$ cat src/hdl/gmp_pkg.sv
// ============================================================================
// Grid maze path search package
// Shared sizes, command and status structs, and the side clamp function.
// ============================================================================
package gmp_pkg;

    localparam int MAX_SIDE    = 16;
    localparam int IDX_W       = $clog2(MAX_SIDE);
    localparam int CELL_W      = 2 * IDX_W;
    localparam int CELL_COUNT  = MAX_SIDE * MAX_SIDE;
    localparam int STACK_DEPTH = 2 * MAX_SIDE;
    localparam int STACK_AW    = $clog2(STACK_DEPTH);
    localparam int SIDE_CFG_W  = 5;

    localparam logic [SIDE_CFG_W-1:0] SIDE_RESET = SIDE_CFG_W'(MAX_SIDE);

    localparam logic ACT_LOAD  = 1'b0;
    localparam logic ACT_SOLVE = 1'b1;

    typedef struct packed {
        logic maze_wr;
        logic solve_init;
        logic clear_step;
        logic rd_start;
        logic rd_down;
        logic rd_right;
        logic push_start;
        logic push_down;
        logic push_right;
        logic pop;
        logic load_top;
        logic emit_word;
        logic emit_fail;
    } gmp_cmd_t;

    typedef struct packed {
        logic clear_done;
        logic cell_ok;
        logic at_target;
        logic can_down;
        logic can_right;
        logic depth_one;
        logic emit_last;
        logic out_free;
    } gmp_sts_t;

    // A side of zero counts as one, and a side above the maximum is saturated.
    function automatic logic [IDX_W-1:0] side_m1_of(input logic [SIDE_CFG_W-1:0] side);
        logic [IDX_W-1:0] res;
        if (side == '0)
        begin
            res = '0;
        end
        else if (side > SIDE_CFG_W'(MAX_SIDE))
        begin
            res = IDX_W'(MAX_SIDE - 1);
        end
        else
        begin
            res = IDX_W'(side - SIDE_CFG_W'(1));
        end
        return res;
    endfunction

endpackage

$ cat src/hdl/gmp_if.sv
// ============================================================================
// Grid maze path search channels
// Valid/ready interfaces for the input, result and configuration channels.
// ============================================================================
interface gmp_in_if;
    import gmp_pkg::*;

    logic             valid;
    logic             ready;
    logic             action;
    logic [IDX_W-1:0] row;
    logic [IDX_W-1:0] col;
    logic             open;

    modport source (output valid, action, row, col, open, input ready);
    modport sink (input valid, action, row, col, open, output ready);
endinterface

interface gmp_out_if;
    import gmp_pkg::*;

    logic                valid;
    logic                ready;
    logic                found;
    logic [IDX_W-1:0]    row_index;
    logic [MAX_SIDE-1:0] row_bits;
    logic                last;

    modport source (output valid, found, row_index, row_bits, last, input ready);
    modport sink (input valid, found, row_index, row_bits, last, output ready);
endinterface

interface gmp_cfg_if;
    import gmp_pkg::*;

    logic                  valid;
    logic                  ready;
    logic [SIDE_CFG_W-1:0] grid_side;

    modport source (output valid, grid_side, input ready);
    modport sink (input valid, grid_side, output ready);
endinterface

$ cat src/hdl/gmp_ram.sv
// ============================================================================
// Generic RAM
// One write port and one read port with registered read data.
// ============================================================================
module gmp_ram #(
    parameter int WIDTH = 8,
    parameter int DEPTH = 16
) (
    input  logic                     clk,
    input  logic                     we,
    input  logic [$clog2(DEPTH)-1:0] waddr,
    input  logic [WIDTH-1:0]         wdata,
    input  logic [$clog2(DEPTH)-1:0] raddr,
    output logic [WIDTH-1:0]         rdata
);

    logic [WIDTH-1:0] mem_reg [DEPTH];
    logic [WIDTH-1:0] rdata_reg;

    always_ff @(posedge clk)
    begin
        if (we)
        begin
            mem_reg[waddr] <= wdata;
        end
        rdata_reg <= mem_reg[raddr];
    end

    assign rdata = rdata_reg;

endmodule

$ cat src/hdl/gmp_ctrl.sv
// ============================================================================
// Grid maze path search controller
// Sequences loading, the dead map clear, the down-then-right search and output.
// ============================================================================
module gmp_ctrl (
    input  logic              clk,
    input  logic              rst_n,
    input  logic              in_valid,
    input  logic              in_action,
    output logic              in_ready,
    input  gmp_pkg::gmp_sts_t sts,
    output gmp_pkg::gmp_cmd_t cmd
);
    import gmp_pkg::*;

    typedef enum logic [3:0] {
        S_IDLE,
        S_CLEAR,
        S_CHK0,
        S_TOP,
        S_CHKD,
        S_CHKR,
        S_POPW,
        S_EMIT,
        S_FAIL
    } state_t;

    state_t state_reg;
    state_t state_next;

    always_comb
    begin
        state_next = state_reg;
        cmd        = '0;
        in_ready   = 1'b0;
        case (state_reg)
            S_IDLE:
            begin
                in_ready = 1'b1;
                if (in_valid)
                begin
                    if (in_action == ACT_SOLVE)
                    begin
                        cmd.solve_init = 1'b1;
                        state_next     = S_CLEAR;
                    end
                    else
                    begin
                        cmd.maze_wr = 1'b1;
                    end
                end
            end
            S_CLEAR:
            begin
                cmd.clear_step = 1'b1;
                if (sts.clear_done)
                begin
                    cmd.rd_start = 1'b1;
                    state_next   = S_CHK0;
                end
            end
            S_CHK0:
            begin
                if (sts.cell_ok)
                begin
                    cmd.push_start = 1'b1;
                    state_next     = S_TOP;
                end
                else
                begin
                    state_next = S_FAIL;
                end
            end
            S_TOP:
            begin
                if (sts.at_target)
                begin
                    state_next = S_EMIT;
                end
                else if (sts.can_down)
                begin
                    cmd.rd_down = 1'b1;
                    state_next  = S_CHKD;
                end
                else if (sts.can_right)
                begin
                    cmd.rd_right = 1'b1;
                    state_next   = S_CHKR;
                end
                else
                begin
                    cmd.pop    = 1'b1;
                    state_next = sts.depth_one ? S_FAIL : S_POPW;
                end
            end
            S_CHKD:
            begin
                if (sts.cell_ok)
                begin
                    cmd.push_down = 1'b1;
                    state_next    = S_TOP;
                end
                else if (sts.can_right)
                begin
                    cmd.rd_right = 1'b1;
                    state_next   = S_CHKR;
                end
                else
                begin
                    cmd.pop    = 1'b1;
                    state_next = sts.depth_one ? S_FAIL : S_POPW;
                end
            end
            S_CHKR:
            begin
                if (sts.cell_ok)
                begin
                    cmd.push_right = 1'b1;
                    state_next     = S_TOP;
                end
                else
                begin
                    cmd.pop    = 1'b1;
                    state_next = sts.depth_one ? S_FAIL : S_POPW;
                end
            end
            S_POPW:
            begin
                cmd.load_top = 1'b1;
                state_next   = S_TOP;
            end
            S_EMIT:
            begin
                if (sts.out_free)
                begin
                    cmd.emit_word = 1'b1;
                    if (sts.emit_last)
                    begin
                        state_next = S_IDLE;
                    end
                end
            end
            S_FAIL:
            begin
                if (sts.out_free)
                begin
                    cmd.emit_fail = 1'b1;
                    state_next    = S_IDLE;
                end
            end
            default:
            begin
                state_next = S_IDLE;
            end
        endcase
    end

    always_ff @(posedge clk or negedge rst_n)
    begin
        if (!rst_n)
        begin
            state_reg <= S_IDLE;
        end
        else
        begin
            state_reg <= state_next;
        end
    end

endmodule

$ cat src/hdl/gmp_dp.sv
// ============================================================================
// Grid maze path search datapath
// Maze, dead map and walk stack memories, path bits, side register and output.
// ============================================================================
module gmp_dp (
    input  logic                             clk,
    input  logic                             rst_n,
    input  logic [gmp_pkg::IDX_W-1:0]        in_row,
    input  logic [gmp_pkg::IDX_W-1:0]        in_col,
    input  logic                             in_open,
    input  logic                             cfg_valid,
    input  logic [gmp_pkg::SIDE_CFG_W-1:0]   cfg_grid_side,
    input  gmp_pkg::gmp_cmd_t                cmd,
    output gmp_pkg::gmp_sts_t                sts,
    input  logic                             out_ready,
    output logic                             out_valid,
    output logic                             out_found,
    output logic [gmp_pkg::IDX_W-1:0]        out_row_index,
    output logic [gmp_pkg::MAX_SIDE-1:0]     out_row_bits,
    output logic                             out_last
);
    import gmp_pkg::*;

    logic [SIDE_CFG_W-1:0] grid_side_reg, grid_side_next;
    logic [IDX_W-1:0]      side_m1_reg, side_m1_next;
    logic [IDX_W-1:0]      cur_r_reg, cur_r_next;
    logic [IDX_W-1:0]      cur_c_reg, cur_c_next;
    logic [STACK_AW-1:0]   depth_reg, depth_next;
    logic [CELL_W-1:0]     clr_addr_reg, clr_addr_next;
    logic [IDX_W-1:0]      emit_idx_reg, emit_idx_next;
    logic [MAX_SIDE-1:0]   path_reg [MAX_SIDE];
    logic [MAX_SIDE-1:0]   path_next [MAX_SIDE];
    logic                  out_valid_reg, out_valid_next;
    logic                  out_found_reg, out_found_next;
    logic [IDX_W-1:0]      out_row_index_reg, out_row_index_next;
    logic [MAX_SIDE-1:0]   out_row_bits_reg, out_row_bits_next;
    logic                  out_last_reg, out_last_next;

    logic [IDX_W-1:0]    down_r;
    logic [IDX_W-1:0]    right_c;
    logic [IDX_W-1:0]    new_r;
    logic [IDX_W-1:0]    new_c;
    logic                push;
    logic [CELL_W-1:0]   probe_addr;
    logic                maze_q;
    logic                dead_we;
    logic [CELL_W-1:0]   dead_waddr;
    logic                dead_q;
    logic [CELL_W-1:0]   stack_q;

    assign down_r  = cur_r_reg + IDX_W'(1);
    assign right_c = cur_c_reg + IDX_W'(1);
    assign push    = cmd.push_start | cmd.push_down | cmd.push_right;

    always_comb
    begin
        if (cmd.push_start)
        begin
            new_r = '0;
            new_c = '0;
        end
        else if (cmd.push_down)
        begin
            new_r = down_r;
            new_c = cur_c_reg;
        end
        else
        begin
            new_r = cur_r_reg;
            new_c = right_c;
        end
    end

    always_comb
    begin
        if (cmd.rd_start)
        begin
            probe_addr = '0;
        end
        else if (cmd.rd_down)
        begin
            probe_addr = {down_r, cur_c_reg};
        end
        else if (cmd.rd_right)
        begin
            probe_addr = {cur_r_reg, right_c};
        end
        else
        begin
            probe_addr = {cur_r_reg, cur_c_reg};
        end
    end

    assign dead_we    = cmd.clear_step | cmd.pop;
    assign dead_waddr = cmd.clear_step ? clr_addr_reg : {cur_r_reg, cur_c_reg};

    gmp_ram #(
        .WIDTH (1),
        .DEPTH (CELL_COUNT)
    ) u_maze_ram (
        .clk   (clk),
        .we    (cmd.maze_wr),
        .waddr ({in_row, in_col}),
        .wdata (in_open),
        .raddr (probe_addr),
        .rdata (maze_q)
    );

    gmp_ram #(
        .WIDTH (1),
        .DEPTH (CELL_COUNT)
    ) u_dead_ram (
        .clk   (clk),
        .we    (dead_we),
        .waddr (dead_waddr),
        .wdata (cmd.pop),
        .raddr (probe_addr),
        .rdata (dead_q)
    );

    gmp_ram #(
        .WIDTH (CELL_W),
        .DEPTH (STACK_DEPTH)
    ) u_stack_ram (
        .clk   (clk),
        .we    (push),
        .waddr (depth_reg),
        .wdata ({new_r, new_c}),
        .raddr (depth_reg - STACK_AW'(2)),
        .rdata (stack_q)
    );

    always_comb
    begin
        grid_side_next     = grid_side_reg;
        side_m1_next       = side_m1_reg;
        cur_r_next         = cur_r_reg;
        cur_c_next         = cur_c_reg;
        depth_next         = depth_reg;
        clr_addr_next      = clr_addr_reg;
        emit_idx_next      = emit_idx_reg;
        path_next          = path_reg;
        out_valid_next     = out_valid_reg;
        out_found_next     = out_found_reg;
        out_row_index_next = out_row_index_reg;
        out_row_bits_next  = out_row_bits_reg;
        out_last_next      = out_last_reg;

        if (cfg_valid)
        begin
            grid_side_next = cfg_grid_side;
        end

        if (cmd.solve_init)
        begin
            side_m1_next  = side_m1_of(grid_side_reg);
            depth_next    = '0;
            clr_addr_next = '0;
            emit_idx_next = '0;
            for (int i = 0; i < MAX_SIDE; i++)
            begin
                path_next[i] = '0;
            end
        end

        if (cmd.clear_step)
        begin
            clr_addr_next = clr_addr_reg + CELL_W'(1);
        end

        if (push)
        begin
            cur_r_next               = new_r;
            cur_c_next               = new_c;
            depth_next               = depth_reg + STACK_AW'(1);
            path_next[new_r][new_c]  = 1'b1;
        end

        if (cmd.pop)
        begin
            depth_next                      = depth_reg - STACK_AW'(1);
            path_next[cur_r_reg][cur_c_reg] = 1'b0;
        end

        if (cmd.load_top)
        begin
            cur_r_next = stack_q[CELL_W-1:IDX_W];
            cur_c_next = stack_q[IDX_W-1:0];
        end

        if (out_valid_reg && out_ready)
        begin
            out_valid_next = 1'b0;
        end

        if (cmd.emit_word)
        begin
            out_valid_next     = 1'b1;
            out_found_next     = 1'b1;
            out_row_index_next = emit_idx_reg;
            out_row_bits_next  = path_reg[emit_idx_reg];
            out_last_next      = (emit_idx_reg == side_m1_reg);
            emit_idx_next      = emit_idx_reg + IDX_W'(1);
        end
        else if (cmd.emit_fail)
        begin
            out_valid_next     = 1'b1;
            out_found_next     = 1'b0;
            out_row_index_next = '0;
            out_row_bits_next  = '0;
            out_last_next      = 1'b1;
        end
    end

    always_ff @(posedge clk or negedge rst_n)
    begin
        if (!rst_n)
        begin
            grid_side_reg <= SIDE_RESET;
            out_valid_reg <= 1'b0;
            depth_reg     <= '0;
        end
        else
        begin
            grid_side_reg <= grid_side_next;
            out_valid_reg <= out_valid_next;
            depth_reg     <= depth_next;
        end
    end

    always_ff @(posedge clk)
    begin
        side_m1_reg       <= side_m1_next;
        cur_r_reg         <= cur_r_next;
        cur_c_reg         <= cur_c_next;
        clr_addr_reg      <= clr_addr_next;
        emit_idx_reg      <= emit_idx_next;
        path_reg          <= path_next;
        out_found_reg     <= out_found_next;
        out_row_index_reg <= out_row_index_next;
        out_row_bits_reg  <= out_row_bits_next;
        out_last_reg      <= out_last_next;
    end

    assign sts.clear_done = &clr_addr_reg;
    assign sts.cell_ok    = maze_q & ~dead_q;
    assign sts.at_target  = (cur_r_reg == side_m1_reg) && (cur_c_reg == side_m1_reg);
    assign sts.can_down   = cur_r_reg < side_m1_reg;
    assign sts.can_right  = cur_c_reg < side_m1_reg;
    assign sts.depth_one  = depth_reg == STACK_AW'(1);
    assign sts.emit_last  = emit_idx_reg == side_m1_reg;
    assign sts.out_free   = !out_valid_reg || out_ready;

    assign out_valid     = out_valid_reg;
    assign out_found     = out_found_reg;
    assign out_row_index = out_row_index_reg;
    assign out_row_bits  = out_row_bits_reg;
    assign out_last      = out_last_reg;

endmodule

$ cat src/hdl/grid_maze_path_search.sv
// ============================================================================
// Grid maze path search
// Down-then-right backtracking search from the top-left to the bottom-right cell.
// ============================================================================
// The cmd channel carries one word per action. A load word writes the open bit
// of one maze cell. A solve word starts a search over the square of side
// grid_side, which the user must write on the cfg channel while the block is
// idle; the block itself does not enforce this (cfg is always ready; reset
// value 16). A solve first clears all 256 cells of the dead-cell map, one cell
// per cycle. The search then proceeds in steps, where a step pushes a cell or
// backs out of one; a path takes at least 2*side-1 pushes.
// Results leave on the rsp channel: side words, one per row with the path
// bits, last set on the final one, or a single word with found clear.
// One result word per cycle is sent when the receiver is ready. While it
// stalls, the word is held in the output register, and once the last word of
// a solve sits there the cmd channel is ready again.
// Reset returns the controller and the output register to idle and grid_side
// to 16; maze cells must be loaded before use.
// ============================================================================
module grid_maze_path_search (
    input logic        clk,
    input logic        rst_n,
    gmp_in_if.sink     cmd,
    gmp_out_if.source  rsp,
    gmp_cfg_if.sink    cfg
);
    import gmp_pkg::*;

    gmp_cmd_t ctl_cmd;
    gmp_sts_t ctl_sts;

    assign cfg.ready = 1'b1;

    gmp_ctrl u_ctrl (
        .clk       (clk),
        .rst_n     (rst_n),
        .in_valid  (cmd.valid),
        .in_action (cmd.action),
        .in_ready  (cmd.ready),
        .sts       (ctl_sts),
        .cmd       (ctl_cmd)
    );

    gmp_dp u_dp (
        .clk           (clk),
        .rst_n         (rst_n),
        .in_row        (cmd.row),
        .in_col        (cmd.col),
        .in_open       (cmd.open),
        .cfg_valid     (cfg.valid),
        .cfg_grid_side (cfg.grid_side),
        .cmd           (ctl_cmd),
        .sts           (ctl_sts),
        .out_ready     (rsp.ready),
        .out_valid     (rsp.valid),
        .out_found     (rsp.found),
        .out_row_index (rsp.row_index),
        .out_row_bits  (rsp.row_bits),
        .out_last      (rsp.last)
    );

`ifndef SYNTHESIS
    // A solve occupies the block, so no word is taken in the cycle after it.
    a_solve_blocks: assert property (@(posedge clk) disable iff (!rst_n)
        (cmd.valid && cmd.ready && cmd.action == ACT_SOLVE) |=> !cmd.ready)
        else $error("cmd accepted right after a solve");

    // The controller only loads a result word when the output register is free.
    a_emit_free: assert property (@(posedge clk) disable iff (!rst_n)
        (ctl_cmd.emit_word || ctl_cmd.emit_fail) |-> ctl_sts.out_free)
        else $error("result word overwritten");

    // A search without a path reports a single empty last word.
    a_fail_word: assert property (@(posedge clk) disable iff (!rst_n)
        (rsp.valid && !rsp.found) |-> (rsp.last && rsp.row_bits == '0))
        else $error("malformed no-path word");
`endif

endmodule
$ cat src/flat_wrapper.sv
// flat-port wrapper written by rule: the top's interface ports become plain ports
module grid_maze_path_search_flat import gmp_pkg::*;
  (clk, rst_n, cmd_valid, cmd_action, cmd_row, cmd_col, cmd_open, cmd_ready, rsp_valid, rsp_found, rsp_row_index, rsp_row_bits, rsp_last, rsp_ready, cfg_valid, cfg_grid_side, cfg_ready);
  gmp_in_if cmd_i ();
  gmp_out_if rsp_i ();
  gmp_cfg_if cfg_i ();
  input logic clk;
  input logic rst_n;
  input wire logic [$bits(cmd_i.valid)-1:0] cmd_valid;
  input wire logic [$bits(cmd_i.action)-1:0] cmd_action;
  input wire logic [$bits(cmd_i.row)-1:0] cmd_row;
  input wire logic [$bits(cmd_i.col)-1:0] cmd_col;
  input wire logic [$bits(cmd_i.open)-1:0] cmd_open;
  output wire logic [$bits(cmd_i.ready)-1:0] cmd_ready;
  output wire logic [$bits(rsp_i.valid)-1:0] rsp_valid;
  output wire logic [$bits(rsp_i.found)-1:0] rsp_found;
  output wire logic [$bits(rsp_i.row_index)-1:0] rsp_row_index;
  output wire logic [$bits(rsp_i.row_bits)-1:0] rsp_row_bits;
  output wire logic [$bits(rsp_i.last)-1:0] rsp_last;
  input wire logic [$bits(rsp_i.ready)-1:0] rsp_ready;
  input wire logic [$bits(cfg_i.valid)-1:0] cfg_valid;
  input wire logic [$bits(cfg_i.grid_side)-1:0] cfg_grid_side;
  output wire logic [$bits(cfg_i.ready)-1:0] cfg_ready;
  assign cmd_i.valid = cmd_valid;
  assign cmd_i.action = cmd_action;
  assign cmd_i.row = cmd_row;
  assign cmd_i.col = cmd_col;
  assign cmd_i.open = cmd_open;
  assign cmd_ready = cmd_i.ready;
  assign rsp_valid = rsp_i.valid;
  assign rsp_found = rsp_i.found;
  assign rsp_row_index = rsp_i.row_index;
  assign rsp_row_bits = rsp_i.row_bits;
  assign rsp_last = rsp_i.last;
  assign rsp_i.ready = rsp_ready;
  assign cfg_i.valid = cfg_valid;
  assign cfg_i.grid_side = cfg_grid_side;
  assign cfg_ready = cfg_i.ready;
  grid_maze_path_search u_core (.clk(clk), .rst_n(rst_n), .cmd(cmd_i), .rsp(rsp_i), .cfg(cfg_i));
endmodule
$ cat config.mk
export PLATFORM = sky130hd
export DESIGN_NAME = grid_maze_path_search_flat
export DESIGN_NICKNAME = d
export VERILOG_FILES = /design/src/hdl/gmp_pkg.sv /design/src/hdl/gmp_if.sv /design/src/hdl/gmp_ram.sv /design/src/hdl/gmp_ctrl.sv /design/src/hdl/gmp_dp.sv /design/src/hdl/grid_maze_path_search.sv /design/src/flat_wrapper.sv
export SDC_FILE = /design/constraint.sdc
export NUM_CORES = 2
export LEC_CHECK = 0
export ABC_AREA = 1
export BUFFER_PORTS_ARGS = -buffer_cell sky130_fd_sc_hd__buf_2
export CAP_MARGIN = 30
export CORE_MARGIN = 2
export CORE_UTILIZATION = 50
export CTS_CLUSTER_SIZE = 12
export DETAILED_ROUTE_END_ITERATION = 12
export PLACE_DENSITY = 0.62
export SLEW_MARGIN = 20
export SYNTH_ARGS = -nofsm -noshare
export SYNTH_HDL_FRONTEND = slang
export SYNTH_SLANG_ARGS = --single-unit
export TNS_END_PERCENT = 100
$ cat constraint.sdc
create_clock -name clk -period 5.2 [get_ports clk]
set_input_delay 1.04 -clock clk [delete_from_list [all_inputs] [get_ports clk]]
set_output_delay 1.04 -clock clk [all_outputs]
set_load 0.01 [all_outputs]
======== Word level (Yosys, flattened, before mapping) ========
Memory sizes are Yosys's and may differ from the RTL's. A register that Yosys moved wholly into a read port is not among the register bits.
Cells that the tools add are included.
word-level totals
  logic and storage cells ................. 190
  memories ................................ 3
  flip-flop bits (word level) ............. 317
  input port bits ......................... 20
  output and inout port bits .............. 25
  bits in writable memories ............... 768
memories
  memory                           words  bits a word  read ports  clocked after Yosys merged registers in  write ports  RTL line       source
  u_core.u_dp.u_dead_ram.mem_reg   256    1            1           1                                        1            gmp_ram.sv:17  logic [WIDTH-1:0] mem_reg [DEPTH];
  u_core.u_dp.u_maze_ram.mem_reg   256    1            1           1                                        1            gmp_ram.sv:17
  u_core.u_dp.u_stack_ram.mem_reg  32     8            1           1                                        1            gmp_ram.sv:17
cells by class
  reduce and logical (&&, ||, !) cells .... 18
  magnitude comparators ................... 12
  mux-type cells .......................... 91
  $add $sub $neg .......................... 8
  bitwise gates (word level) .............. 11
  eq/ne operators ......................... 18
operator list
  kind                 count
  $mux 256             3
  $and 256x256->256    1
  $not 256->256        1
  $or 256x256->256     1
  $demux 16 s4         2
  $mux 4               27
  $mux 16              6
  $bmux 16 s4          1
  $mux 8               5
  $pmux 4 s9           1
  $mux 1               35
  $eq 4x3->1 const B   4
  $ge 5x5->1 const B   3
  $mux 5               3
  $not 4->5            3
  $add 4x1->4 const B  3
  $eq 4x4->1           3
  $lt 4x5->1 const B   2
  $lt 5x1->1 const B   2
  $add 8x1->8 const B  1
  $demux 1 s4          2
  $eq 4x2->1 const B   2
  $ge 4x1->1 const B   2
  $lt 4x4->1           2
  25 further kinds     43

======== Depth between registers and ports, before layout ========
  depth in word-level cells ............... 16
  gate-level depth with buffers ........... 22
  depth with buffers taken out ............ 20

======== Cells and area by module ========
From an unflattened synthesis, not the netlist that was laid out.
second synthesis, totals
  cell total of the unflattened synthesis .. 5889
  area, all modules ....................... 51446.8 um^2
modules (own cells, without submodules)
  module                                 seq. area each (um^2)  area each (um^2)  instances  cells an instance
  gmp_ram at u_core.u_dp.u_dead_ram ...  7707.4                 11717.5           2          1184
  gmp_dp                                 6772.7                 16671.0           1          2500
  gmp_ram at u_core.u_dp.u_stack_ram     7847.5                 10786.6           1          922
  gmp_ctrl                               100.1                  543.0             1          97
  grid_maze_path_search                  0.0                    11.3              1          2

======== Least setup slack after synthesis ========
Ideal clock, no wire load.
  path type ............................... reg-to-reg
  start point ............................. register u_core.u_dp.cur_c_reg[0]
  end point ............................... register u_core.u_dp.path_reg[100] (netlist bit)
  path buffers ............................ 2
  cell stages (with the launch flop) ...... 15
  data required time ...................... 5.068 ns
  data arrival time ....................... 4.180 ns
  slack ................................... 0.888 ns
  library setup time ...................... 0.132 ns
  cells stage by stage .................... edfxtp_1 inv_1 ha_1 o21bai_1 a21oi_2 inv_1 nor2_1 inv_1 nand2_1 nand2_1 buf_2 nand2_1 nor2_1 clkbuf_1 a21oi_1
RTL lines
  element                 RTL line       source
  start, declared         gmp_dp.sv:27   logic [IDX_W-1:0] cur_c_reg, cur_c_next;
  start signal, assigned  gmp_dp.sv:235  cur_c_reg <= cur_c_next;
  end signal, assigned    gmp_dp.sv:238  path_reg <= path_next;
  end, declared           gmp_dp.sv:31   logic [MAX_SIDE-1:0] path_reg [MAX_SIDE];

======== Worst setup path after layout ========
  start point ............................. register u_core.u_dp.cur_r_reg[0]
  end point ............................... register u_core.u_dp.u_maze_ram.rdata_reg, in the netlist u_core.u_dp.u_maze_ram.rdata (read register of u_core.u_dp.u_maze_ram.mem_reg)
on the way
  longest elaborated chain between the ends .. 7
RTL lines
  element                                      RTL line                       source
  start, declared                              gmp_dp.sv:26                   logic [IDX_W-1:0] cur_r_reg, cur_r_next;
  start signal, assigned                       gmp_dp.sv:234                  cur_r_reg <= cur_r_next;
  $lt 4x4->1 or $eq 4x4->1 (tied branches)     gmp_dp.sv:248, gmp_dp.sv:247
  $mux 1 or $logic_and 1x1->1 (tied branches)  gmp_ctrl.sv:80, gmp_dp.sv:247
  $mux 2                                       gmp_ctrl.sv:76                 if (sts.at_target)
  $pmux 1 s2                                   gmp_ctrl.sv:36                 case (state_reg)
  $mux 4                                       gmp_dp.sv:84                   else if (cmd.rd_right)
  $mux 8 (*)                                   gmp_dp.sv:80                   else if (cmd.rd_down)
  $mux 8 (*)                                   gmp_dp.sv:76                   if (cmd.rd_start)
  end, declared                                gmp_ram.sv:18                  logic [WIDTH-1:0] rdata_reg;
Every way passes the cells marked *; elsewhere a longest branch is shown, timed or not.
A chain may end at the register's enable or synchronous reset.

==> metrics <==
outcome complete, no violations; worst path required time 5.82 ns; max-slew violations 0; Yosys warnings 0; Finished Core Util 0.553; Pleak 20.0 nW; Netlist cell types 55; Post-CTS Setup Inserts 0; Synth area leaders edfxtp_1 (49%), dfxtp_1 (11%), nor2_1 (7.0%); Area Overhead vs Synth 10.2%; chip height 320 um; Crit Path Class register to register; Fmax 252 MHz; Cells after Synth 5193; die area 103000 um2; I/O Buffers 43; Die X 320 um; first-pass GRT wire length 220000 um; most frequent cell after synthesis nor2_1; grt ovf 0; Synth Net Count 5240; Synth top area share 0.488; Synth top cells by count nor2_1 (935), edfxtp_1 (813), nand2_1 (522), inv_1 (443), nand3_1 (410); H-tree depth reported by CTS 3; Async SR Flop Fraction 0.0137; Pwr Density 540 nW/um2; flop and latch count out of synthesis 1095; Post-Synth Simple-Gate Area 0.174; Post-synth EDFFs 813; largest area contributor in the netlist edfxtp_1; Final setup violation count 0; Peak VDD IR 0.000572 V; via count 39097; RSZ-0062 raised after global routing false; Final #Nets 5132; cells on worst reg2reg path 20; io pins 45; adder-cell area share of the yosys netlist 0.00675; Starting DRT DRC Count 4760; post-synthesis compound-gate area fraction 0.145; post-DR vias/cell 6.03; CTS Buf Count 113; setup tns final 0 ns; Initial Util 0.502; mean post-synth cell area 9.64 um2; CTS clock-pin slew for the worst setup and hold paths 0.06 ns; Least-Margin Pin Slew 1.12 ns; GRT Util Overall 0.276; flop2flop setup slack 1.23 ns; vias in the first global route 36746; path category of the worst min-delay check primary input to asynchronous set/reset pin; Hold Violations, Final 0; Post-DP HPWL 80900 um; Final Cycle Share 0.763; post-synthesis xor/xnor area fraction 0.00245; maximum number of pins on one net before global-route repair 257; Pre-antenna DRT Iters 8; n_diodes 0; Worst R2R End u_core.u_dp.u_maze_ram.rdata$_DFF_P_; WL/cell 22.3 um; CTS tree done; Slew Limit Headroom 0.252; Synth Cell Area 50100 um2; Clock Path Buffers 3; layout cells sized above 1 0.0814; GPL Wtd Cong 0.853; final wirelength 145000 um; total of max-cap violations 0; # hold bufs at CTS 0; CORE AREA 99700 um2; Detail Route Antenna Nets 0; root buffer cell clkbuf_16; WP data arrival 4.59 ns; DRC viols 0; Final Critical Period 3.97 ns; main combinational cell family by area after synthesis simple AND/OR/NAND/NOR gates; ys flop type edfxtp_1; worst r2r src u_core.u_dp.cur_r_reg[0]$_DFFE_PP_; worst-path maximum fanout 31; initial antenna violation count 1; startpoint types register; Critical Path End Type register; mux share of post-synthesis cell area 0.000225; Final Skew 0.0278 ns; Clock Sinks 1095; share of the yosys chip area belonging to registers 0.602; Skew-Pair Late Insertion Delay 0.72 ns; Rows 116; post-CTS sizing 0
==> metrics by stage <==
| stage | std cells | power (W) | hold slack [ns] | cell area [um2] | setup slack (ns) |
|---|---|---|---|---|---|
| 2_1_floorplan | 5193 | 0.0180 | 0.476 | 50100 | 0.888 |
| 3_3_place_gp | 6242 | 0.0217 | 0.494 | 51200 | 1.31 |
| 3_5_place_dp | 6262 | 0.0218 | 0.503 | 51400 | 1.27 |
| 4_1_cts | 6476 | 0.0297 | 0.209 | 55100 | 1.28 |
| 5_1_grt | 6482 | 0.0312 | 0.237 | 55200 | 1.02 |
| 6_report | 6482 | 0.0298 | 0.250 | 55200 | 1.23 |
==> critical path, cell delays in order (launching register included) <==
cell,delay (ns)
edfxtp_1,0.51
inv_1,0.27
ha_1,0.20
inv_1,0.04
nand2_1,0.04
nand2_1,0.06
a21oi_1,0.36
nand2_2,0.21
nand3_4,0.14
inv_2,0.06
nand2_1,0.05
o21ai_1,0.10
nor2_4,0.49
buf_4,0.53
nand3_1,0.14
nand3_1,0.17
nand3_1,0.09
nand3_1,0.11
nand3_1,0.14
nand3_1,0.11
nand2_1,0.05
==> area by class of cell <==
| cell class | count | area (um2) |
|---|---|---|
| inverters | 465 | 1750 |
| multi-input cells | 3239 | 16600 |
| clock buffers | 181 | 3310 |
| clock inverters | 33 | 310 |
| flip-flops and latches | 1095 | 30100 |
| repair buffers | 171 | 1460 |
| well taps | 1298 | 1620 |
| fillers | 8876 | 44600 |
==> layout by cell type, fill, tap and decap left out, drive strengths merged, types with 7 or more instances in the layout <==
master    n
nor2    944
edfxtp  813
nand2   531
inv     465
nand3   414
o21ai   386
a21oi   274
dfxtp   267
a22oi   248
clkbuf  181
buf     171
o221ai  102
o211ai   94
nand4    94
nor3     39
o22ai    30
clkinv   30
ha       27
dfrtp    14
xor2     11
a31oi    11
a32oi     8
a211oi    7
==> how the worst max path moves through the flow <==
stage | startpoint | endpoint | slack (ns) | cells after the start
5_1_grt | u_core.u_dp.cur_r_reg[0]$_DFFE_PP_ | u_core.u_dp.u_maze_ram.rdata$_DFF_P_ | 1.02 | 20
2_1_floorplan | u_core.u_dp.cur_c_reg[0]$_DFFE_PP_ | u_core.u_dp.path_reg[100]$_DFF_P_ | 0.89 | 14
3_5_place_dp | u_core.u_dp.cur_r_reg[0]$_DFFE_PP_ | u_core.u_dp.u_maze_ram.rdata$_DFF_P_ | 1.27 | 19
4_1_cts | u_core.u_dp.cur_r_reg[0]$_DFFE_PP_ | u_core.u_dp.u_maze_ram.rdata$_DFF_P_ | 1.28 | 19
6_report | u_core.u_dp.cur_r_reg[0]$_DFFE_PP_ | u_core.u_dp.u_maze_ram.rdata$_DFF_P_ | 1.23 | 20
3_3_place_gp | u_core.u_dp.cur_r_reg[0]$_DFFE_PP_ | u_core.u_dp.u_maze_ram.rdata$_DFF_P_ | 1.31 | 19
==> power breakdown <==
group,internal (W),switching [W],total (W)
Combinational,0.00285,0.00827,0.0111
Clock,0.00451,0.00345,0.00796
Sequential,0.0104,0.000276,0.0107
Total,0.0178,0.0120,0.0298
==> metal layers <==
| layer | up-vias | track usage | routed length (um) |
|---|---|---|---|
| li1 | 17986 | - | - |
| met1 | 19076 | 0.388 | 61500 |
| met2 | 1732 | 0.438 | 66700 |
| met3 | 301 | 0.0427 | 11600 |
| met4 | 2 | 0.0965 | 4910 |
| met5 | - | 0 | 13 |
==> logic make-up after synthesis <==
kind of cell | after synthesis
buffers and inverters | 859
xor gates and xnor gates | 14
other | 1
DFF | 1095
muxes | 1
adders and majority gates | 27
and+or+nand+nor | 2026
AOI/OAI and AO/OA | 1170
(Power assumes the default switching activity.)
